File: src/rtl/pags_pkg.sv
// -----------------------------------------------------------------------------
// pags_pkg
// shared widths, codes and types of the pointer acceleration gain scaler
// -----------------------------------------------------------------------------
package pags_pkg;

   localparam int DataW      = 16;
   localparam int GainW      = 13;
   localparam int CarryW     = 9;
   localparam int SumW       = 20;
   localparam int MilliW     = 14;
   localparam int AxisW      = 2;
   localparam int UserW      = 3;
   localparam int AccW       = 30;
   localparam int DivNumW    = 28;
   localparam int DivDenW    = 16;
   localparam int CsrAddrW   = 3;
   localparam int FracW      = 8;
   localparam int MulBW      = 22;
   localparam int RecipShift = 22;

   localparam logic [GainW-1:0]   UnityQ8   = GainW'(256);
   localparam logic [MilliW-1:0]  MilliCfg  = MilliW'(1000);
   localparam logic [GainW-1:0]   GainMax   = GainW'(((2**MilliW - 1) * 256) / 1000);

   // x * 256 / 1000 as (x * RecipMilliQ8) >> RecipShift, exact for 14-bit x
   localparam logic [MulBW-1:0]   RecipMilliQ8 = MulBW'(1073742);

   localparam logic [AxisW-1:0] AxisX = 2'd0;
   localparam logic [AxisW-1:0] AxisY = 2'd1;

   typedef enum logic [CsrAddrW-1:0] {
      CSR_ACCEL_ENABLE    = 3'd0,
      CSR_MAX_GAIN_MILLI  = 3'd1,
      CSR_SPEED_THRESHOLD = 3'd2,
      CSR_RAMP_SPAN       = 3'd3,
      CSR_LOW_GAIN_MILLI  = 3'd4,
      CSR_SLOW_ZONE_END   = 3'd5
   } csr_index_type;

   typedef struct packed {
      logic                start;
      logic [DivNumW-1:0]  num;
      logic [DivDenW-1:0]  den;
   } div_req_type;

endpackage

File: src/rtl/pags_div.sv
// -----------------------------------------------------------------------------
// pags_div
// serial restoring divider, one quotient bit per cycle
// -----------------------------------------------------------------------------
module pags_div (
   input  logic                          clock,
   input  logic                          reset,
   input  pags_pkg::div_req_type         div_req,
   output logic                          div_done,
   output logic [pags_pkg::DivNumW-1:0]  div_quot
);

   localparam int NumW = pags_pkg::DivNumW;
   localparam int DenW = pags_pkg::DivDenW;
   localparam int CntW = $clog2(NumW);

   logic            busy_ff;
   logic            done_ff;
   logic [CntW-1:0] cnt_ff;
   logic [NumW-1:0] num_ff;
   logic [DenW-1:0] rem_ff;
   logic [DenW-1:0] den_ff;

   logic [DenW:0]   trial;
   logic            qbit_in;
   logic [DenW-1:0] rem_in;

   always_comb begin
      trial   = {rem_ff, num_ff[NumW-1]};
      qbit_in = (trial >= {1'b0, den_ff});
      rem_in  = qbit_in ? DenW'(trial - {1'b0, den_ff}) : trial[DenW-1:0];
   end

   always_ff @(posedge clock) begin
      if (reset) begin
         busy_ff <= 1'b0;
         done_ff <= 1'b0;
         cnt_ff  <= '0;
      end else begin
         done_ff <= 1'b0;
         if (div_req.start) begin
            busy_ff <= 1'b1;
            cnt_ff  <= '0;
            num_ff  <= div_req.num;
            den_ff  <= div_req.den;
            rem_ff  <= '0;
         end else if (busy_ff) begin
            num_ff <= {num_ff[NumW-2:0], qbit_in};
            rem_ff <= rem_in;
            cnt_ff <= cnt_ff + 1'b1;
            if (cnt_ff == CntW'(NumW - 1)) begin
               busy_ff <= 1'b0;
               done_ff <= 1'b1;
            end
         end
      end
   end

   assign div_done = done_ff;
   assign div_quot = num_ff;

endmodule

File: src/rtl/pags_mul.sv
// -----------------------------------------------------------------------------
// pags_mul
// shared unsigned multiplier with registered product
// -----------------------------------------------------------------------------
module pags_mul (
   input  logic                                        clock,
   input  logic [pags_pkg::DataW-1:0]                  mul_a,
   input  logic [pags_pkg::MulBW-1:0]                  mul_b,
   output logic [pags_pkg::DataW+pags_pkg::MulBW-1:0]  mul_prod
);

   logic [pags_pkg::DataW+pags_pkg::MulBW-1:0] prod_ff;

   always_ff @(posedge clock) begin
      prod_ff <= mul_a * mul_b;
   end

   assign mul_prod = prod_ff;

endmodule

File: src/rtl/pointer_accel_gain_scaler_core.sv
// -----------------------------------------------------------------------------
// pointer_accel_gain_scaler_core
// scales x/y motion by a q8 gain and updates the gain per poll frame
//
//   channel  dir  fields
//   req_     in   tdata: delta | tuser: axis, bypass | tlast: frame_end
//   rsp_     out  tdata: scaled_delta
//   csr_     in   csr_addr register index, csr_wdata value
//
// one beat at a time: pass-through and bypass beats go to the finish step; a
// motion beat runs multiply, carry add and round; a frame end beat adds curve
// select, a reciprocal multiply for the q8 gain, a 28-step serial ramp divide
// a finished result waits in the output register while the next beat is taken
// synchronous active-high reset restores unity gain, zero sum and carries
// -----------------------------------------------------------------------------
module pointer_accel_gain_scaler_core (
   input  logic                              clock,
   input  logic                              reset,
   input  logic                              req_tvalid,
   output logic                              req_tready,
   input  logic [pags_pkg::DataW-1:0]        req_tdata,   // delta
   input  logic [pags_pkg::UserW-1:0]        req_tuser,   // axis[1:0], bypass[2]
   input  logic                              req_tlast,
   output logic                              rsp_tvalid,
   input  logic                              rsp_tready,
   output logic [pags_pkg::DataW-1:0]        rsp_tdata,   // scaled_delta
   input  logic                              csr_we,
   input  logic [pags_pkg::CsrAddrW-1:0]     csr_addr,
   input  logic [pags_pkg::DataW-1:0]        csr_wdata
);

   localparam int DataW   = pags_pkg::DataW;
   localparam int GainW   = pags_pkg::GainW;
   localparam int CarryW  = pags_pkg::CarryW;
   localparam int SumW    = pags_pkg::SumW;
   localparam int MilliW  = pags_pkg::MilliW;
   localparam int AccW    = pags_pkg::AccW;
   localparam int FracW   = pags_pkg::FracW;
   localparam int NumW    = pags_pkg::DivNumW;
   localparam int MulBW   = pags_pkg::MulBW;
   localparam int ProdW   = DataW + MulBW;
   localparam int RecipSh = pags_pkg::RecipShift;
   localparam int QW      = AccW - FracW;

   typedef enum logic [3:0] {
      S_IDLE,
      S_MUL,
      S_ADDC,
      S_ROUND,
      S_CURVE,
      S_RECIP,
      S_LOW_Q8,
      S_MAX_Q8,
      S_RAMP_MUL,
      S_RAMP_GO,
      S_RAMP_DIV,
      S_FIN
   } state_type;

   // configuration
   logic              accel_enable_ff;
   logic [MilliW-1:0] max_gain_ff;
   logic [DataW-1:0]  thr_ff;
   logic [DataW-1:0]  span_ff;
   logic [MilliW-1:0] low_gain_ff;
   logic [DataW-1:0]  send_cfg_ff;

   always_ff @(posedge clock) begin
      if (reset) begin
         accel_enable_ff <= 1'b0;
         max_gain_ff     <= MilliW'(2000);
         thr_ff          <= '0;
         span_ff         <= DataW'(1);
         low_gain_ff     <= pags_pkg::MilliCfg;
         send_cfg_ff     <= '0;
      end else if (csr_we) begin
         case (csr_addr)
            pags_pkg::CSR_ACCEL_ENABLE:    accel_enable_ff <= csr_wdata[0];
            pags_pkg::CSR_MAX_GAIN_MILLI:  max_gain_ff     <= csr_wdata[MilliW-1:0];
            pags_pkg::CSR_SPEED_THRESHOLD: thr_ff          <= csr_wdata;
            pags_pkg::CSR_RAMP_SPAN:       span_ff         <= csr_wdata;
            pags_pkg::CSR_LOW_GAIN_MILLI:  low_gain_ff     <= csr_wdata[MilliW-1:0];
            pags_pkg::CSR_SLOW_ZONE_END:   send_cfg_ff     <= csr_wdata;
            default: ;
         endcase
      end
   end

   // datapath state
   state_type                     state_ff;
   logic                          rsp_valid_ff;
   logic [DataW-1:0]              rsp_data_ff;
   logic [DataW-1:0]              res_ff;
   logic                          axis_y_ff;
   logic                          frame_end_ff;
   logic                          neg_ff;
   logic signed [CarryW-1:0]      carry_x_ff;
   logic signed [CarryW-1:0]      carry_y_ff;
   logic [SumW-1:0]               sum_ff;
   logic [SumW-1:0]               mag_ff;
   logic [GainW-1:0]              gain_ff;
   logic [GainW-1:0]              low_ff;
   logic [DataW-1:0]              send_ff;
   logic [DataW-1:0]              den_ff;
   logic [DataW-1:0]              mul_a_ff;
   logic [MulBW-1:0]              mul_b_ff;
   logic signed [AccW-1:0]        v_ff;

   logic [ProdW-1:0]              prod;
   pags_pkg::div_req_type         div_req;
   logic                          div_done;
   logic [NumW-1:0]               div_quot;

   pags_mul u_mul (
      .clock    (clock),
      .mul_a    (mul_a_ff),
      .mul_b    (mul_b_ff),
      .mul_prod (prod)
   );

   pags_div u_div (
      .clock    (clock),
      .reset    (reset),
      .div_req  (div_req),
      .div_done (div_done),
      .div_quot (div_quot)
   );

   // input decode
   logic                 accept;
   logic                 is_motion;
   logic [GainW-1:0]     gain_eff;
   logic [DataW-1:0]     delta_mag;

   // scaling
   logic signed [AccW-1:0]   prod_s;
   logic signed [CarryW-1:0] carry_sel;
   logic signed [AccW-1:0]   v_in;
   logic [AccW-1:0]          abs_v;
   logic [QW-1:0]            qm;
   logic [FracW-1:0]         rm;
   logic [DataW-1:0]         res_in;
   logic signed [CarryW-1:0] carry_in;
   logic [SumW:0]            sum_wide;
   logic [SumW-1:0]          sum_in;

   // curve
   logic                 m_le_thr;
   logic [DataW-1:0]     send_cap;
   logic                 slow_off;
   logic [MilliW-1:0]    max_eff;
   logic [DataW-1:0]     span_eff;
   logic [GainW-1:0]     recip_q8;
   logic [GainW-1:0]     quot_g;
   logic [SumW-1:0]      over_w;
   logic [DataW-1:0]     over;
   logic [GainW-1:0]     gain_in;

   always_comb begin
      accept    = req_tvalid && req_tready;
      is_motion = (req_tuser[1:0] == pags_pkg::AxisX) || (req_tuser[1:0] == pags_pkg::AxisY);
      gain_eff  = (gain_ff == '0) ? pags_pkg::UnityQ8 : gain_ff;
      delta_mag = req_tdata[DataW-1] ? DataW'(-req_tdata) : req_tdata;

      prod_s    = $signed({2'b00, prod[AccW-3:0]});
      carry_sel = axis_y_ff ? carry_y_ff : carry_x_ff;
      v_in      = (neg_ff ? -prod_s : prod_s)
                  + {{(AccW-CarryW){carry_sel[CarryW-1]}}, carry_sel};

      abs_v = v_ff[AccW-1] ? AccW'(-v_ff) : AccW'(v_ff);
      qm    = abs_v[AccW-1:FracW];
      rm    = abs_v[FracW-1:0];
      if (v_ff[AccW-1]) begin
         res_in   = (qm > QW'(32768)) ? 16'h8000 : DataW'(~qm[DataW-1:0] + 1'b1);
         carry_in = CarryW'(-$signed({1'b0, rm}));
      end else begin
         res_in   = (qm > QW'(32767)) ? 16'h7fff : qm[DataW-1:0];
         carry_in = $signed({1'b0, rm});
      end
      sum_wide = {1'b0, sum_ff} + (SumW+1)'(mul_a_ff);
      sum_in   = sum_wide[SumW] ? {SumW{1'b1}} : sum_wide[SumW-1:0];

      m_le_thr = (mag_ff <= SumW'(thr_ff));
      send_cap = (send_cfg_ff > thr_ff) ? thr_ff : send_cfg_ff;
      slow_off = (low_gain_ff == pags_pkg::MilliCfg) || (low_gain_ff == '0) ||
                 (send_cap == '0);
      max_eff  = (max_gain_ff < pags_pkg::MilliCfg) ? pags_pkg::MilliCfg : max_gain_ff;
      span_eff = (span_ff == '0) ? DataW'(1) : span_ff;
      recip_q8 = prod[RecipSh +: GainW];
      quot_g   = div_quot[GainW-1:0];
      over_w   = mag_ff - SumW'(thr_ff);
      over     = (over_w > SumW'(span_eff)) ? span_eff : over_w[DataW-1:0];
      gain_in  = neg_ff ? GainW'(low_ff - quot_g) : GainW'(low_ff + quot_g);

      div_req       = '0;
      div_req.start = (state_ff == S_RAMP_GO);
      div_req.num   = prod[NumW-1:0];
      div_req.den   = den_ff;
   end

   always_ff @(posedge clock) begin
      if (reset) begin
         state_ff     <= S_IDLE;
         rsp_valid_ff <= 1'b0;
         carry_x_ff   <= '0;
         carry_y_ff   <= '0;
         sum_ff       <= '0;
         gain_ff      <= pags_pkg::UnityQ8;
      end else begin
         if (rsp_tready && (state_ff != S_FIN)) begin
            rsp_valid_ff <= 1'b0;
         end
         case (state_ff)
            S_IDLE: begin
               if (accept) begin
                  axis_y_ff    <= req_tuser[0];
                  frame_end_ff <= req_tlast;
                  res_ff       <= req_tdata;
                  if (is_motion && req_tuser[2]) begin
                     carry_x_ff <= '0;
                     carry_y_ff <= '0;
                     sum_ff     <= '0;
                     gain_ff    <= pags_pkg::UnityQ8;
                     state_ff   <= S_FIN;
                  end else if (is_motion) begin
                     gain_ff  <= gain_eff;
                     mul_a_ff <= delta_mag;
                     mul_b_ff <= MulBW'(gain_eff);
                     neg_ff   <= req_tdata[DataW-1];
                     state_ff <= S_MUL;
                  end else begin
                     state_ff <= S_FIN;
                  end
               end
            end
            S_MUL: begin
               state_ff <= S_ADDC;
            end
            S_ADDC: begin
               v_ff     <= v_in;
               state_ff <= S_ROUND;
            end
            S_ROUND: begin
               res_ff <= res_in;
               if (axis_y_ff) begin
                  carry_y_ff <= carry_in;
               end else begin
                  carry_x_ff <= carry_in;
               end
               if (frame_end_ff) begin
                  mag_ff   <= sum_in;
                  sum_ff   <= '0;
                  state_ff <= S_CURVE;
               end else begin
                  sum_ff   <= sum_in;
                  state_ff <= S_FIN;
               end
            end
            S_CURVE: begin
               send_ff <= send_cap;
               if (!accel_enable_ff || (m_le_thr && slow_off)) begin
                  gain_ff  <= pags_pkg::UnityQ8;
                  state_ff <= S_FIN;
               end else begin
                  mul_a_ff <= m_le_thr ? DataW'(low_gain_ff) : DataW'(max_eff);
                  mul_b_ff <= pags_pkg::RecipMilliQ8;
                  state_ff <= S_RECIP;
               end
            end
            S_RECIP: begin
               state_ff <= m_le_thr ? S_LOW_Q8 : S_MAX_Q8;
            end
            S_LOW_Q8: begin
               low_ff <= recip_q8;
               if (mag_ff <= SumW'(send_ff)) begin
                  gain_ff  <= recip_q8;
                  state_ff <= S_FIN;
               end else if (mag_ff == SumW'(thr_ff)) begin
                  gain_ff  <= pags_pkg::UnityQ8;
                  state_ff <= S_FIN;
               end else begin
                  neg_ff   <= (recip_q8 > pags_pkg::UnityQ8);
                  mul_a_ff <= (recip_q8 > pags_pkg::UnityQ8)
                              ? DataW'(recip_q8 - pags_pkg::UnityQ8)
                              : DataW'(pags_pkg::UnityQ8 - recip_q8);
                  mul_b_ff <= MulBW'(mag_ff - SumW'(send_ff));
                  den_ff   <= thr_ff - send_ff;
                  state_ff <= S_RAMP_MUL;
               end
            end
            S_MAX_Q8: begin
               low_ff   <= pags_pkg::UnityQ8;
               neg_ff   <= 1'b0;
               mul_a_ff <= DataW'(recip_q8 - pags_pkg::UnityQ8);
               mul_b_ff <= MulBW'(over);
               den_ff   <= span_eff;
               state_ff <= S_RAMP_MUL;
            end
            S_RAMP_MUL: begin
               state_ff <= S_RAMP_GO;
            end
            S_RAMP_GO: begin
               state_ff <= S_RAMP_DIV;
            end
            S_RAMP_DIV: begin
               if (div_done) begin
                  gain_ff  <= gain_in;
                  state_ff <= S_FIN;
               end
            end
            S_FIN: begin
               if (!rsp_valid_ff || rsp_tready) begin
                  rsp_data_ff  <= res_ff;
                  rsp_valid_ff <= 1'b1;
                  state_ff     <= S_IDLE;
               end
            end
            default: begin
               state_ff <= S_IDLE;
            end
         endcase
      end
   end

   assign req_tready = (state_ff == S_IDLE);
   assign rsp_tvalid = rsp_valid_ff;
   assign rsp_tdata  = rsp_data_ff;

   a_busy_after_beat: assert property (@(posedge clock) disable iff (reset)
      (req_tvalid && req_tready) |=> !req_tready)
      else $error("input taken while a beat is in progress");

   a_carry_x_range: assert property (@(posedge clock) disable iff (reset)
      carry_x_ff != $signed({1'b1, {(CarryW-1){1'b0}}}))
      else $error("x carry out of range");

   a_carry_y_range: assert property (@(posedge clock) disable iff (reset)
      carry_y_ff != $signed({1'b1, {(CarryW-1){1'b0}}}))
      else $error("y carry out of range");

   a_gain_bound: assert property (@(posedge clock) disable iff (reset)
      gain_ff <= pags_pkg::GainMax)
      else $error("gain above curve maximum");

   a_result_from_fin: assert property (@(posedge clock) disable iff (reset)
      $rose(rsp_tvalid) |-> $past(state_ff == S_FIN))
      else $error("result presented outside the finish step");

endmodule

File: config.mk
export PLATFORM = sky130hd
export DESIGN_NAME = pointer_accel_gain_scaler_core
export DESIGN_NICKNAME = d
export VERILOG_FILES = /design/src/rtl/pags_pkg.sv /design/src/rtl/pags_div.sv /design/src/rtl/pags_mul.sv /design/src/rtl/pointer_accel_gain_scaler_core.sv
export SDC_FILE = /design/constraint.sdc
export NUM_CORES = 2
export LEC_CHECK = 0
export ABC_AREA = 1
export BUFFER_PORTS_ARGS = -buffer_cell sky130_fd_sc_hd__buf_2
export CAP_MARGIN = 10
export CORE_AREA = 3 3 226 272
export DETAILED_ROUTE_END_ITERATION = 8
export DIE_AREA = 0 0 229 275
export PLACE_DENSITY = 0.85
export SLEW_MARGIN = 10
export SYNTH_ARGS = -nofsm -noshare
export SYNTH_HDL_FRONTEND = slang
export SYNTH_SLANG_ARGS = --single-unit
File: constraint.sdc
create_clock -name clock -period 7.3 [get_ports clock]
set_input_delay 0.365 -clock clock [delete_from_list [all_inputs] [get_ports clock]]
set_output_delay 0.365 -clock clock [all_outputs]
set_load 0.01 [all_outputs]
==> After elaboration in Yosys (flattened, before gate mapping) <==
Index checks and enable logic that the tools add are counted.
{ "word_totals": {"out_inout_bits": 18, "ff_bits": 403, "ram_bits": 0, "wordCells": 227, "in_bits": 44, "n_memories": 0, "rom_bits": 0, "latchBits": 0} }
{ "classes": {"n_eq_ne": 35, "n_mux": 83, "reduce_logical": 49, "n_addsub": 16, "n_shift": 0, "magnitude_cmp": 9, "mul": 1, "bitwise_logic": 3, "div": 0} }
{ "ops": {"columns": ["cell", "count"], "rows": [
  ["two-way mux 16 bit", 19],
  ["two-way mux 22 bit", 6],
  ["two-way mux 13 bit", 9],
  ["one-hot mux 22 bit (4 select lines)", 1],
  ["two-way mux 20 bit", 4],
  ["one-hot mux 16 bit (2 select lines)", 2],
  ["one-hot mux 16 bit (4 select lines)", 1],
  ["two-way mux 30 bit", 2],
  ["two-way mux 28 bit", 2],
  ["two-way mux 9 bit", 6],
  ["one-hot mux 13 bit (4 select lines)", 1],
  ["one-hot mux 4 bit (12 select lines)", 1],
  ["less-or-equal comparator 20 x 16 -> 1 bit", 2],
  ["one-hot mux 20 bit (2 select lines)", 1],
  ["one-hot mux 9 bit (2 select lines)", 2],
  ["multiplier 16 x 22 -> 35 bit", 1],
  ["logical NOT 16 bit", 2],
  ["subtractor 16 bit", 2],
  ["adder 30 bit", 1],
  ["negator 28 -> 30 bit", 1],
  ["negator 30 bit", 1],
  ["two-way mux 14 bit", 2],
  ["two-way mux 4 bit", 7],
  ["one-hot mux 13 bit (2 select lines)", 1],
  ["58 further kinds", 119]
]} }

==> Logic depth before layout (Yosys ltp) <==
{ "logic_depth": {"depth_word": 8, "depth_mapped": 30, "depth_no_buf": 28} }

==> Hierarchy <==
A second synthesis with hierarchy kept.
{ "hier_totals": {"cells_unflattened": 5110, "hier_area_um2": 38310.5} }
{ "by_module_without_submodules": {"columns": ["module", "cells_each", "n_inst", "seq_area_each_um2", "area_each_um2"], "rows": [
  ["pointer_accel_gain_scaler_core", 2861, 1, 7707.4, 21349.2],
  ["pags_mul", 1756, 1, 760.7, 13032.5],
  ["pags_div", 493, 1, 1941.9, 3928.8]
]} }

==> Worst setup path before layout <==
No wires, ideal clock.
{ "synth_path": {"path_type": "register to register", "from": "register mul_a_ff[15]", "to": "register u_mul.prod_ff, in the netlist u_mul.mul_prod[26]", "required_time_ps": 7228, "arrival_ps": 5680, "period_less_slack_ps": 5752, "stages_incl_launch_ff": 21, "n_path_buf": 2, "setup_time_ps": 72, "setup_slack_ps": 1548, "cell_sequence": "edfxtp_1 -> clkbuf_1 -> clkbuf_1 -> nand2_1 -> fa_1 -> fa_1 -> inv_1 -> fa_1 -> fa_1 -> fa_1 -> inv_1 -> fa_1 -> inv_1 -> ha_1 -> a21oi_1 -> inv_1 -> a21oi_1 -> a21boi_0 -> o21ai_0 -> a21oi_1 -> xnor2_1"} }
{ "synth_between": {"elab_chain_cells": 1} }
{ "synth_lines": {"columns": ["element", "line_no", "rtl"], "rows": [
  ["start, declared", "pointer_accel_gain_scaler_core.sv:105", "logic [DataW-1:0] mul_a_ff;"],
  ["start signal, assigned", "pointer_accel_gain_scaler_core.sv:227", "mul_a_ff <= delta_mag;"],
  ["start signal, assigned", "pointer_accel_gain_scaler_core.sv:265", "mul_a_ff <= m_le_thr ? DataW'(low_gain_ff) : DataW'(max_eff);"],
  ["start signal, assigned", "pointer_accel_gain_scaler_core.sv:283", "mul_a_ff <= (recip_q8 > pags_pkg::UnityQ8)"],
  ["multiplier 16 x 22 -> 35 bit", "pags_mul.sv:15", "prod_ff <= mul_a * mul_b;"],
  ["end signal, assigned", "pags_mul.sv:15", null],
  ["end, declared", "pags_mul.sv:12", "logic [pags_pkg::DataW+pags_pkg::MulBW-1:0] prod_ff;"]
]} }
Every way passes these cells.
A chain may end at the register's enable or synchronous reset.

==> Worst setup path after layout <==
{ "layout_path": {"from": "register mul_a_ff[5]", "to": "register u_mul.prod_ff, in the netlist u_mul.mul_prod[24]"} }
Same word-level chain as after synthesis.

==> out/qor.csv <==
stage,metric,value,unit
synth,number of synthesized flops with an enable pin,228,
detailed_routing,Final ANT Viol Nets,0,
final_layout,area grow syn2layout,6.508,%
worst_hold_path,hold depth,3,
critical_path,CP Cell Sequence,"nand2_1, fa_1, fa_1, inv_1, ha_1, inv_1, fa_1, inv_1, ha_1, inv_1, fa_1, inv_1, ha_1, inv_1, o21ai_0, a31oi_1, o21ai_0, a21boi_1, o21ai_2, a21oi_1, o21ai_1, nand2_1, nand2_1, xor2_1",
sta,Relative slew margins,22.65,%
sta,Setup TNS,0,ps
synth,main combinational cell family by area after synthesis,adder cells,
job,max cap viols,0,
synth,Yosys reg bits,403,
floorplanning,Initial Util,61.39,%
synth,most numerous cell in the Yosys netlist,nand2_1,
critical_path,Worst Setup End Kind,flip-flop,
final_layout,fill count,4972,
global_route,number of global-route vias before repair,31880,
floorplanning,Die ar.,62980,sq um
clock_network,root buffer cell,clkbuf_16,
detailed_routing,DR pass1 iterations,6,
final_layout,area of the multi-input gates,22050,sq um
sta,fmax,156.9,MHz
synth,synth cell count leaders,"1,044 x nand2_1, 901 x inv_1, 368 x nor2_1, 320 x a21oi_1, 302 x o21ai_0",
clock_network,postcts setup bufs,0,
critical_path,reg2reg path depth,24,
worst_hold_path,Worst Hold Class,primary input to flip-flop,
clock_network,# hold bufs at CTS,2,
place,port bufs,61,
sta,Final WS setup,924.8,ps
synth,Post-Synth XOR/XNOR Area,4.592,%
place,Setup WS pre-CTS,1049,ps
critical_path,CP peak stage delay,1030,ps
synth,Synth top area share,18.79,%
clock_network,CTS Buffer Depth,3,
clock_network,Clock Latency Late Sink,590,ps
clock_network,post-CTS sizing,0,
synth,Syn Area/Cell,7.721,sq um
detailed_routing,Via density,5.781,
floorplanning,area of the core,59350,sq um
clock_network,clock buffer count from CTS,41,
floorplanning,Site Rows,98,
place,Final GP Congestion,1.006,
critical_path,reg2reg start,mul_a_ff[5]$_DFFE_PP_,
detailed_routing,drt total wl,102600,microns
clock_network,TritonCTS Sinks,403,
place,Final HPWL DP,80030,microns
floorplanning,Die Ht,275,microns
critical_path,Startpoint Class,flip-flop,
sta,Final Hold Vio Count,0,
synth,adder-cell area share of the yosys netlist,24.34,%
global_route,largest net degree at the start of global routing,109,
critical_path,kind of critical path,flip-flop to flip-flop,
sta,unrepaired setup endpoints after global routing,false,
global_route,grt ovf,0,
synth,synthesized area,36430,sq um
floorplanning,die width,229,microns
synth,post-synth net total,5302,
detailed_routing,initial drt markers,3139,
critical_path,data arrival time of the worst path,6820,ps
detailed_routing,DR WL/cell,18.57,microns
clock_network,CTS tree,built,
critical_path,"most used cell, CP",inv_1,
detailed_routing,Vias,31960,
synth,ranking of synthesized cells by area,"edfxtp_1 19%, fa_1 16%, nand2_1 11%",
detailed_routing,Residual DRC,0,
sta,post-layout min period,6375,ps
synth,post-synth top area cell,edfxtp_1,
critical_path,crit path max-delay cell type,edfxtp_1,
critical_path,Max Fanout on Critical Path,23,
sta,Final setup viols,0,
critical_path,CP Launch Point,mul_a_ff[5]$_DFFE_PP_,
clock_network,"Reg clk slew, reported paths",60,ps
sta,Slew @ Worst Pin,1156,ps
clock_network,number of H-tree levels,2,
synth,fraction of registers with async set/reset,0,%
sta,part of the cycle the worst path needs,87.33,%
critical_path,Worst Path Required,7750,ps
synth,Synth cell types,62,
worst_hold_path,hold path startpoint,csr_wdata[15],
sta,fin. max-slew vios,0,
global_route,GRT Total Usage,32.62,%
floorplanning,io pins,62,
sta,clk_skew,24.57,ps
synth,synthesized instance count,4719,
synth,multiplexer share of the synthesized area,0,%
global_route,first-pass GRT wire length,163700,microns
final_layout,final layout net count,5277,
synth,share of the yosys chip area belonging to registers,28.41,%
synth,synth warn,0,
synth,Post-synth top flop,edfxtp_1,
synth,Synth Area in Compound Gates,11.90,%
run_status,status,completed,
final_layout,layout cells sized above 1,4.612,%
global_route,antenna violations before repair,3,
final_layout,FF/Latch Area,10350,sq um
synth,Simple-Gate Fraction of Synth Area,19.61,%
state kept, by name, indices dropped and copies added (netlist names), 5 cells and up:
name            flops
carry_x_ff          9
carry_y_ff          9
den_ff             16
gain_ff            13
low_ff             13
low_gain_ff        14
mag_ff             20
max_gain_ff        14
mul_a_ff           16
mul_b_ff           22
res_ff             16
rsp_tdata          16
send_cfg_ff        16
send_ff            16
span_ff            16
sum_ff             20
thr_ff             16
u_div.cnt_ff        5
u_div.den_ff       16
u_div.div_quot     28
u_div.rem_ff       16
u_mul.mul_prod     35
v_ff               30
per-layer routing:
| layer | wire length (microns) | up-vias | global-route usage (%) |
|---|---|---|---|
| met5 | 21 | - | 0 |
| met1 | 38080 | 15030 | 38.96 |
| met3 | 8386 | 464 | 4.919 |
| met4 | 7623 | 4 | 20.81 |
| met2 | 48510 | 1510 | 55.45 |
| li1 | - | 14940 | - |
final cells by class:
class                      count  share of cell area, %
antenna                        1               0.006449
clock buffer                  57                  3.047
clock inverter                19                 0.6481
inverter                     911                  8.812
multi-input combinational   3245                  56.84
sequential                   403                  26.67
tap                          800                  2.579
timing repair buffer          92                  1.399
cell families after synthesis:
logic type,count (synthesis)
AND/OR/NAND/NOR,1729
buffers and inverters,1071
AO/OA/AOI/OAI,786
adder cells (fa/ha/maj),539
flip-flops,403
XOR/XNOR,191
stage by stage:
stage	instances	util (%)	area, sq um	hold slack (ps)
after floorplan	4719	-	36430	400.3
after global placement	5449	62.93	37350	400.6
after detailed placement	5449	62.93	37350	404.5
after CTS	5527	65.38	38800	47.10
after global routing	5527	65.38	38800	65.03
final	5528	65.39	38800	67.04
worst paths after layout:
| path | endpoint | slack (ps) |
|---|---|---|
| worst max register to register | u_mul.mul_prod[24]$_DFF_P_ | 920 |
| worst min-delay path | send_cfg_ff[15]$_SDFFE_PP0P_ | 70 |
| worst min register to register | rsp_tdata[15]$_DFFE_PP_ | 410 |
| worst max-delay path | u_mul.mul_prod[24]$_DFF_P_ | 920 |
critical path, delay by kind of cell, from the launching register on:
kind                     cells  cell delay [ps]
AND/OR/NAND/NOR              3              430
adder cells (fa/ha/maj)      7             2780
XOR/XNOR                     1              170
AO/OA/AOI/OAI                7             1480
flip-flops                   1             1030
buffers and inverters        6              350
placed cells by master, fill, tap and decap left out, types with 43 or more instances in the layout:
cell and n:
a21oi_1 320, fa_1 283, nor2_1 366, inv_1 900, xor2_1 138, o21ai_0 302
nand2_1 1043, clkbuf_16 43, dfxtp_1 175, edfxtp_1 228, nand3_1 162, buf_2 61
ha_1 256, xnor2_1 53
Power is not shown: default switching activity piles up to over one toggle a cycle in this logic, so the estimate is an artifact.
